===== config.mk =====
export PLATFORM = sky130hd
export DESIGN_NAME = tick_divider_with_countdowns_unit
export DESIGN_NICKNAME = d
export VERILOG_FILES = /design/src/rtl/tdc_pkg.sv /design/src/rtl/tick_divider_with_countdowns_unit.sv
export SDC_FILE = /design/constraint.sdc
export NUM_CORES = 2
export LEC_CHECK = 0
export BUFFER_PORTS_ARGS = -buffer_cell sky130_fd_sc_hd__buf_2
export CORE_MARGIN = 1.5
export CORE_UTILIZATION = 27
export CTS_CLUSTER_SIZE = 14
export DETAILED_ROUTE_END_ITERATION = 10
export SLEW_MARGIN = 20
export SYNTH_ARGS = -nofsm -noshare
export SYNTH_HDL_FRONTEND = slang
export SYNTH_SLANG_ARGS = --single-unit

===== constraint.sdc =====
create_clock -name i_clk -period 32.6 [get_ports i_clk]
set_clock_uncertainty 0.15 [all_clocks]
set_input_delay 1.63 -clock i_clk [delete_from_list [all_inputs] [get_ports i_clk]]
set_output_delay 1.63 -clock i_clk [all_outputs]
set_load 0.005 [all_outputs]

===== src/rtl/tdc_pkg.sv =====
// shared types and constants of the tick divider with countdowns
// no dependencies; used by the top level and its checker
`default_nettype none

package tdc_pkg;

    // default sizing of the block
    localparam int DEF_NUM_MODES        = 5;
    localparam int DEF_TICKS_PER_SECOND = 1000;

    // fixed field widths
    localparam int CNT_W  = 32;
    localparam int EV_W   = 6;
    localparam int SEC_W  = 6;
    localparam int MS_W   = 10;
    localparam int PM_W   = 3;
    localparam int TGT_W  = 3;

    // bit positions in the events field
    localparam int EV_10MS  = 0;
    localparam int EV_100MS = 1;
    localparam int EV_HALF  = 2;
    localparam int EV_1S    = 3;
    localparam int EV_1MIN  = 4;
    localparam int EV_END   = 5;

    // item modes
    localparam logic MODE_TICK = 1'b0;
    localparam logic MODE_LOAD = 1'b1;

    // load targets
    localparam logic [TGT_W-1:0] TGT_END     = 3'd0;
    localparam logic [TGT_W-1:0] TGT_WAIT    = 3'd1;
    localparam logic [TGT_W-1:0] TGT_RESERVE = 3'd2;
    localparam logic [TGT_W-1:0] TGT_FINISH  = 3'd3;
    localparam logic [TGT_W-1:0] TGT_TEST    = 3'd4;
    localparam logic [TGT_W-1:0] TGT_TOTAL   = 3'd5;
    localparam logic [TGT_W-1:0] TGT_CLR_END = 3'd6;

    // last second of a minute
    localparam logic [SEC_W-1:0] SEC_LAST = 6'd59;

    // one result item
    typedef struct packed {
        logic [EV_W-1:0]  events;
        logic             end_reached;
        logic [CNT_W-1:0] total_count;
        logic [CNT_W-1:0] end_count;
        logic [CNT_W-1:0] wait_count;
        logic [CNT_W-1:0] reserve_count;
        logic [CNT_W-1:0] finish_count;
        logic [CNT_W-1:0] test_count;
        logic [SEC_W-1:0] second_count;
    } t_result;

endpackage

`default_nettype wire


===== src/rtl/tick_divider_with_countdowns_unit.sv =====
// millisecond tick divider with gated 10 ms countdowns and counter loads
// depends on tdc_pkg
// each accepted item's result is registered in the result or skid register
// one item per cycle while o_stall is low; counters update in a single pass
// a two-entry output stage (result register plus skid register) takes one
// more input item while the output is stalled
// reset (synchronous, active low) clears all counters, the end flag and valids
`default_nettype none

module tick_divider_with_countdowns_unit #(
    parameter int NUM_MODES        = tdc_pkg::DEF_NUM_MODES,
    parameter int TICKS_PER_SECOND = tdc_pkg::DEF_TICKS_PER_SECOND
) (
    input  wire logic                     i_clk,
    input  wire logic                     i_rst_n,
    // input channel
    input  wire logic                     i_valid,
    output logic                          o_stall,
    input  wire logic                     i_mode,
    input  wire logic                     i_running,
    input  wire logic                     i_test_active,
    input  wire logic                     i_process_wait,
    input  wire logic                     i_pump_on,
    input  wire logic                     i_finish_control,
    input  wire logic [tdc_pkg::PM_W-1:0]  i_process_mode,
    input  wire logic [tdc_pkg::TGT_W-1:0] i_target,
    input  wire logic [tdc_pkg::CNT_W-1:0] i_value,
    // output channel
    output logic                          o_valid,
    input  wire logic                     i_stall,
    output logic [tdc_pkg::EV_W-1:0]      o_events,
    output logic                          o_end_reached,
    output logic [tdc_pkg::CNT_W-1:0]     o_total_count,
    output logic [tdc_pkg::CNT_W-1:0]     o_end_count,
    output logic [tdc_pkg::CNT_W-1:0]     o_wait_count,
    output logic [tdc_pkg::CNT_W-1:0]     o_reserve_count,
    output logic [tdc_pkg::CNT_W-1:0]     o_finish_count,
    output logic [tdc_pkg::CNT_W-1:0]     o_test_count,
    output logic [tdc_pkg::SEC_W-1:0]     o_second_count
);

    import tdc_pkg::*;

    localparam int MW = (NUM_MODES > 1) ? $clog2(NUM_MODES) : 1;
    localparam logic [MS_W-1:0] MS_WRAP = MS_W'(TICKS_PER_SECOND);
    localparam logic [MS_W-1:0] MS_HALF = MS_W'(TICKS_PER_SECOND / 2);
    localparam logic [3:0] MOD10_LAST  = 4'd9;
    localparam logic [6:0] MOD100_LAST = 7'd99;

    // saturating decrement
    function automatic logic [CNT_W-1:0] dec_sat(input logic [CNT_W-1:0] v);
        return (v != '0) ? v - CNT_W'(1) : '0;
    endfunction

    // counter state
    logic [MS_W-1:0]  r_milli, n_milli;
    logic [3:0]       r_mod10, n_mod10;
    logic [6:0]       r_mod100, n_mod100;
    logic [SEC_W-1:0] r_sec, n_sec;
    logic [CNT_W-1:0] r_total, n_total;
    logic [CNT_W-1:0] r_end, n_end;
    logic             r_end_flag, n_end_flag;
    logic [CNT_W-1:0] r_wait [NUM_MODES];
    logic [CNT_W-1:0] n_wait [NUM_MODES];
    logic [CNT_W-1:0] r_reserve, n_reserve;
    logic [CNT_W-1:0] r_finish, n_finish;
    logic [CNT_W-1:0] r_test, n_test;

    // output stage
    t_result r_out, r_skid, res;
    logic    r_out_valid, r_skid_valid;

    logic accept_in, take_out;
    logic pm_ok;
    logic [MW-1:0] wait_idx;
    logic [MS_W-1:0] ms_inc;
    logic fire10, fire100, ms_wrap;
    logic run_dec, test_dec;
    logic [1:0] end_dec;
    logic [CNT_W-1:0] end_after_run;
    logic [EV_W-1:0] ev;

    assign accept_in = i_valid && !r_skid_valid;
    assign take_out  = r_out_valid && !i_stall;
    assign o_stall   = r_skid_valid;

    assign pm_ok    = int'(i_process_mode) < NUM_MODES;
    assign wait_idx = MW'(i_process_mode);

    // tick divider helpers
    assign ms_inc  = r_milli + MS_W'(1);
    assign ms_wrap = ms_inc >= MS_WRAP;
    assign fire10  = r_mod10 == MOD10_LAST;
    assign fire100 = r_mod100 == MOD100_LAST;

    // next state and result for one item
    always_comb begin
        n_milli    = r_milli;
        n_mod10    = r_mod10;
        n_mod100   = r_mod100;
        n_sec      = r_sec;
        n_total    = r_total;
        n_end      = r_end;
        n_end_flag = r_end_flag;
        n_wait     = r_wait;
        n_reserve  = r_reserve;
        n_finish   = r_finish;
        n_test     = r_test;
        ev         = '0;
        run_dec    = 1'b0;
        test_dec   = 1'b0;
        end_dec    = 2'd0;
        end_after_run = r_end;

        if (i_mode == MODE_LOAD) begin
            case (i_target)
                TGT_END:     n_end = i_value;
                TGT_WAIT:    if (pm_ok) n_wait[wait_idx] = i_value;
                TGT_RESERVE: n_reserve = i_value;
                TGT_FINISH:  n_finish = i_value;
                TGT_TEST:    n_test = i_value;
                TGT_TOTAL:   n_total = i_value;
                TGT_CLR_END: n_end_flag = 1'b0;
                default:     ;
            endcase
        end else begin
            // millisecond count and its decimal phases
            n_milli  = ms_inc;
            n_mod10  = fire10 ? 4'd0 : r_mod10 + 4'd1;
            n_mod100 = fire100 ? 7'd0 : r_mod100 + 7'd1;

            // 10 ms countdowns; running path first, test path sees its flag
            if (fire10) begin
                if (i_running) begin
                    ev[EV_10MS] = 1'b1;
                    n_total = r_total + CNT_W'(1);
                    if (!r_end_flag) begin
                        run_dec = 1'b1;
                        if (pm_ok) n_wait[wait_idx] = dec_sat(r_wait[wait_idx]);
                        n_reserve = dec_sat(r_reserve);
                        if (!i_process_wait && i_pump_on && i_finish_control)
                            n_finish = dec_sat(r_finish);
                    end
                end
                end_after_run = run_dec ? r_end - CNT_W'(1) : r_end;
                if (run_dec && end_after_run == '0) begin
                    n_end_flag = 1'b1;
                    ev[EV_END] = 1'b1;
                end
                if (i_test_active && !n_end_flag) begin
                    test_dec = 1'b1;
                    n_test = dec_sat(r_test);
                end
                end_dec = {1'b0, run_dec} + {1'b0, test_dec};
                n_end = r_end - CNT_W'(end_dec);
                if (test_dec && n_end == '0) begin
                    n_end_flag = 1'b1;
                    ev[EV_END] = 1'b1;
                end
            end

            if (fire100) ev[EV_100MS] = 1'b1;
            if (ms_inc == MS_HALF) ev[EV_HALF] = 1'b1;

            // second and minute wrap
            if (ms_wrap) begin
                n_milli  = '0;
                n_mod10  = 4'd0;
                n_mod100 = 7'd0;
                ev[EV_1S]   = 1'b1;
                ev[EV_HALF] = 1'b1;
                if (r_sec >= SEC_LAST) begin
                    ev[EV_1MIN] = 1'b1;
                    n_sec = '0;
                end else begin
                    n_sec = r_sec + SEC_W'(1);
                end
            end
        end

        res.events        = ev;
        res.end_reached   = n_end_flag;
        res.total_count   = n_total;
        res.end_count     = n_end;
        res.wait_count    = pm_ok ? n_wait[wait_idx] : '0;
        res.reserve_count = n_reserve;
        res.finish_count  = n_finish;
        res.test_count    = n_test;
        res.second_count  = n_sec;
    end

    // counter registers, updated once per accepted item
    always_ff @(posedge i_clk) begin
        if (!i_rst_n) begin
            r_milli    <= '0;
            r_mod10    <= '0;
            r_mod100   <= '0;
            r_sec      <= '0;
            r_total    <= '0;
            r_end      <= '0;
            r_end_flag <= 1'b0;
            r_reserve  <= '0;
            r_finish   <= '0;
            r_test     <= '0;
            for (int k = 0; k < NUM_MODES; k++) r_wait[k] <= '0;
        end else if (accept_in) begin
            r_milli    <= n_milli;
            r_mod10    <= n_mod10;
            r_mod100   <= n_mod100;
            r_sec      <= n_sec;
            r_total    <= n_total;
            r_end      <= n_end;
            r_end_flag <= n_end_flag;
            r_reserve  <= n_reserve;
            r_finish   <= n_finish;
            r_test     <= n_test;
            r_wait     <= n_wait;
        end
    end

    // output valids: result register with a skid register behind it
    always_ff @(posedge i_clk) begin
        if (!i_rst_n) begin
            r_out_valid  <= 1'b0;
            r_skid_valid <= 1'b0;
        end else if (take_out || !r_out_valid) begin
            if (r_skid_valid) begin
                r_out_valid  <= 1'b1;
                r_skid_valid <= 1'b0;
            end else begin
                r_out_valid <= accept_in;
            end
        end else if (accept_in) begin
            r_skid_valid <= 1'b1;
        end
    end

    // output payloads
    always_ff @(posedge i_clk) begin
        if (take_out || !r_out_valid) begin
            if (r_skid_valid) begin
                r_out <= r_skid;
            end else if (accept_in) begin
                r_out <= res;
            end
        end else if (accept_in) begin
            r_skid <= res;
        end
    end

    assign o_valid         = r_out_valid;
    assign o_events        = r_out.events;
    assign o_end_reached   = r_out.end_reached;
    assign o_total_count   = r_out.total_count;
    assign o_end_count     = r_out.end_count;
    assign o_wait_count    = r_out.wait_count;
    assign o_reserve_count = r_out.reserve_count;
    assign o_finish_count  = r_out.finish_count;
    assign o_test_count    = r_out.test_count;
    assign o_second_count  = r_out.second_count;

endmodule

`default_nettype wire


==> qor.yml <==
setup_path:
  critPathKind: "in -> reg"
  ff2ff_path_depth: 21
  r2r-end: "o_end_reached"
  worstPathCellList: "buf_2 > nor3b_1 > nand3_1 > o31ai_1 > nand3_1 > nor4_1 > a311oi_4 > buf_4 > inv_2 > fa_1 > ha_1 > or3_1 > nor4_2 > nand2_1 > nor3_1 > a41oi_1 > o32a_1 > o41ai_1 > a21o_1 > mux2_2"
  cp.depth: 20
  worstPathMaxFanout: 17
  crit_required_ns: 33.05
  endpoint_kind: "flip-flop"
  critPathMaxStageDelay_ns: 0.72
  reg2reg_from: "r_end[14]"
  critPathTopFamily: "simple AND/OR/NAND/NOR gates"
  slowest_stage: "o41ai_1"
  crit_path_frequent_cell: "nand3_1"
  critPathBufInv: 3
  crit_arrival_ns: 8.74
  r2r_slack_ns: 24.70
  startpoint_type: "primary input"
timing:
  fin_crit_ns: 8.30
  timing_hold_violations_final: 0
  setup_ws_ns: 24.30
  drv_slew: 0
  tightest_slew_ns: 1.24
  rsz0062_at_grt: "false"
  tns_ns: 0
  fmax_mhz: 120
  setup-violations-final: 0
  max_slew_margin_pct: 16.8
  fin_crit_sh_pct: 25.5
detailed_routing:
  drtPass1Iterations: 7
  routed_wirelength_um: 199000
  drt-wirelength-per-cell_um: 28.1
  drc: 0
  vias: 42400
  drtIter0Drc: 6457
  ant_nets: 0
  viasPerCell: 5.99
flow_run:
  cap_violations: 0
finish:
  finalNetCount: 4993
  drive_gt1_share_pct: 15.8
  area_growth_pct: 14.6
  nFillCells: 16300
  fin_util_pct: 31.2
yosys:
  synth_edf_count: 410
  netlist_area_mm2: 0.0425
  synth_nets: 4931
  ys_async_sr_fraction_pct: 0
  synth_warnings: 0
  yosysSeqAreaShare_pct: 45.5
  syn_avg_cell_area_um2: 8.73
  netlist_instances: 4867
  yosys.cell_types.count: 103
  ys.flop_type: "edfxtp_1"
  ys_seq_elements: 760
power:
  power_density_mw_per_mm2: 50.6
  leakagePower_nw: 17.5
  totalPowerFinal_mw: 2.47
  worst_ir_drop_vdd_mv: 0.0382
die:
  fp.dieW_um: 400
  pin_count: 255
  die-height_um: 400
  dieArea_mm2: 0.160
  initial_core_util_pct: 27.2
  coreArea_mm2: 0.156
  row_count: 145
place:
  io_buffers: 254
  dpl.hpwl_um: 129000
  gp_congestion: 1.02
  dp_slack_ns: 23.67
cts:
  clockBufferDepth: 3
  clock_sinks: 760
  postCtsSetupRepairBufs: 0
  ctsResizeCount: 0
  cts_tree: "done"
  path_clk_slew_ns: 0.07
  h-tree-depth: 3
  cts_hold_buffers: 0
  cts_buffers: 85
  clockRootBuffer: "clkbuf_16"
  clk_latency_ns: 0.75
min_path:
  hold_depth: 2
  min_from: "r_wait[84]"
  whs_endpoint: "r_wait[84]"
  hp-class: "reg -> reg"
global_route:
  grt_start_max_net_pins: 172
  grt_overflow: 0
  grtUsageTotal_pct: 23.9
  grt_pass1_vias: 38400
  grt_antenna_before_repair: 25
  grt_pass1_wl_um: 280000
status:
  status: "finished, final reports clean"
worst max-delay path by stage:
stage | startpoint | endpoint | slack, ns
final | i_running | o_end_reached | 24.30
after global routing | i_running | o_end_reached | 23.79
after CTS | i_running | o_end_reached | 24.40
after detailed placement | i_running | o_end_reached | 23.67
after global placement | i_running | o_end_reached | 23.54
after floorplan | i_valid | o_end_count[0] | 20.05
worst min-delay path, stage by stage, from the launching register on:
cell and delay, ns:
dfxtp_1 0.31, nand2_1 0.05, a21oi_1 0.05
through the flow:
| step | std cells | hold slack [ns] | area, um^2 |
|---|---|---|---|
| global placement | 6900 | 0.299 | 45800 |
| global route | 7059 | 0.342 | 48700 |
| CTS | 7058 | 0.316 | 48700 |
| detailed placement | 6900 | 0.307 | 45800 |
| floorplan | 4867 | 0.286 | 42500 |
| finish | 7073 | 0.312 | 48700 |
layout make-up:
| cell class | count | area, um^2 | share of cell area [%] |
|---|---|---|---|
| well taps | 2058 | 2570 | 5.29 |
| flip-flops and latches | 760 | 19300 | 39.7 |
| clock buffers | 109 | 2280 | 4.68 |
| inverters | 81 | 314 | 0.645 |
| clock inverters | 49 | 548 | 1.13 |
| repair buffers | 382 | 2280 | 4.68 |
| multi-input cells | 3619 | 21400 | 43.8 |
| diodes | 15 | 37.5 | 0.0771 |
metal layers:
layer,vias to the layer above,track usage [%],wire length [um]
li1,18300,-,-
met1,20400,31.1,78500
met2,2933,34.5,82800
met3,691,7.17,23800
met4,38,14.9,13300
met5,-,0,214
logic make-up after synthesis:
family	synth area share, %
AND/OR/NAND/NOR	20.1
AO/OA/AOI/OAI	23.0
flip-flops	45.5
buffers and inverters	4.53
multiplexers	5.46
XOR/XNOR	1.03
adder cells (fa/ha/maj)	0.489
Yosys cell counts (all sizes together), types with 14 or more instances:
library cell	count	share of area, %
or4	23	0.43
o311ai	18	0.37
a211oi	44	0.78
a22o	37	0.76
and3	29	0.43
xor2	28	0.58
o21ai	364	4.3
nor4	67	1.1
or3	44	0.66
a31oi	82	1.2
nand2	624	5.5
xnor2	22	0.45
nand2b	40	0.59
buf	63	0.78
ha	15	0.44
dfxtp	350	16
nand4	46	0.69
a311oi	18	0.41
o22ai	101	1.5
mux2i	47	1.1
o22a	18	0.37
o31ai	50	0.90
nor2	562	5.0
mux2	164	4.4
clkbuf	344	3.0
a22oi	82	1.4
or2	19	0.28
o21a	19	0.34
or3b	14	0.29
edfxtp	410	29
a21oi	372	4.4
nor3	169	2.0
nand3	114	1.3
a221o	39	0.92
o221ai	37	0.78
o211ai	35	0.62
inv	80	0.71
a221oi	21	0.45
and2	27	0.40
nor3b	16	0.31
registers in the layout, summed over array words and instances, names as in the netlist, 32 cells and up:
| name | cells |
|---|---|
| r_reserve | 32 |
| o_total_count | 32 |
| r_test | 32 |
| r_finish | 32 |
| o_wait_count | 32 |
| r_skid | 205 |
| r_total | 32 |
| r_wait | 160 |
| r_end | 32 |
| o_end_count | 32 |
| o_test_count | 32 |
| o_reserve_count | 32 |
| o_finish_count | 32 |
cells in the final DEF (no fill, tap or decap), types with 86 or more instances in the layout:
cell       count
o22ai_1      101
mux2_2       160
edfxtp_1     410
nor3_1       165
buf_2        251
o21ai_0      357
nand2_1      623
nor2_1       544
a21oi_1      370
buf_4        128
dfxtp_1      349
nand3_1      113
clkbuf_16     86
where the power goes:
part	leakage (nW)	internal [mW]	switching (mW)
Combinational	9.36	0.108	0.258
Clock	1.37	0.564	0.444
Sequential	6.78	1.06	0.0318
Total	17.5	1.73	0.734
Note: power is estimated with default switching activity, not from simulation.
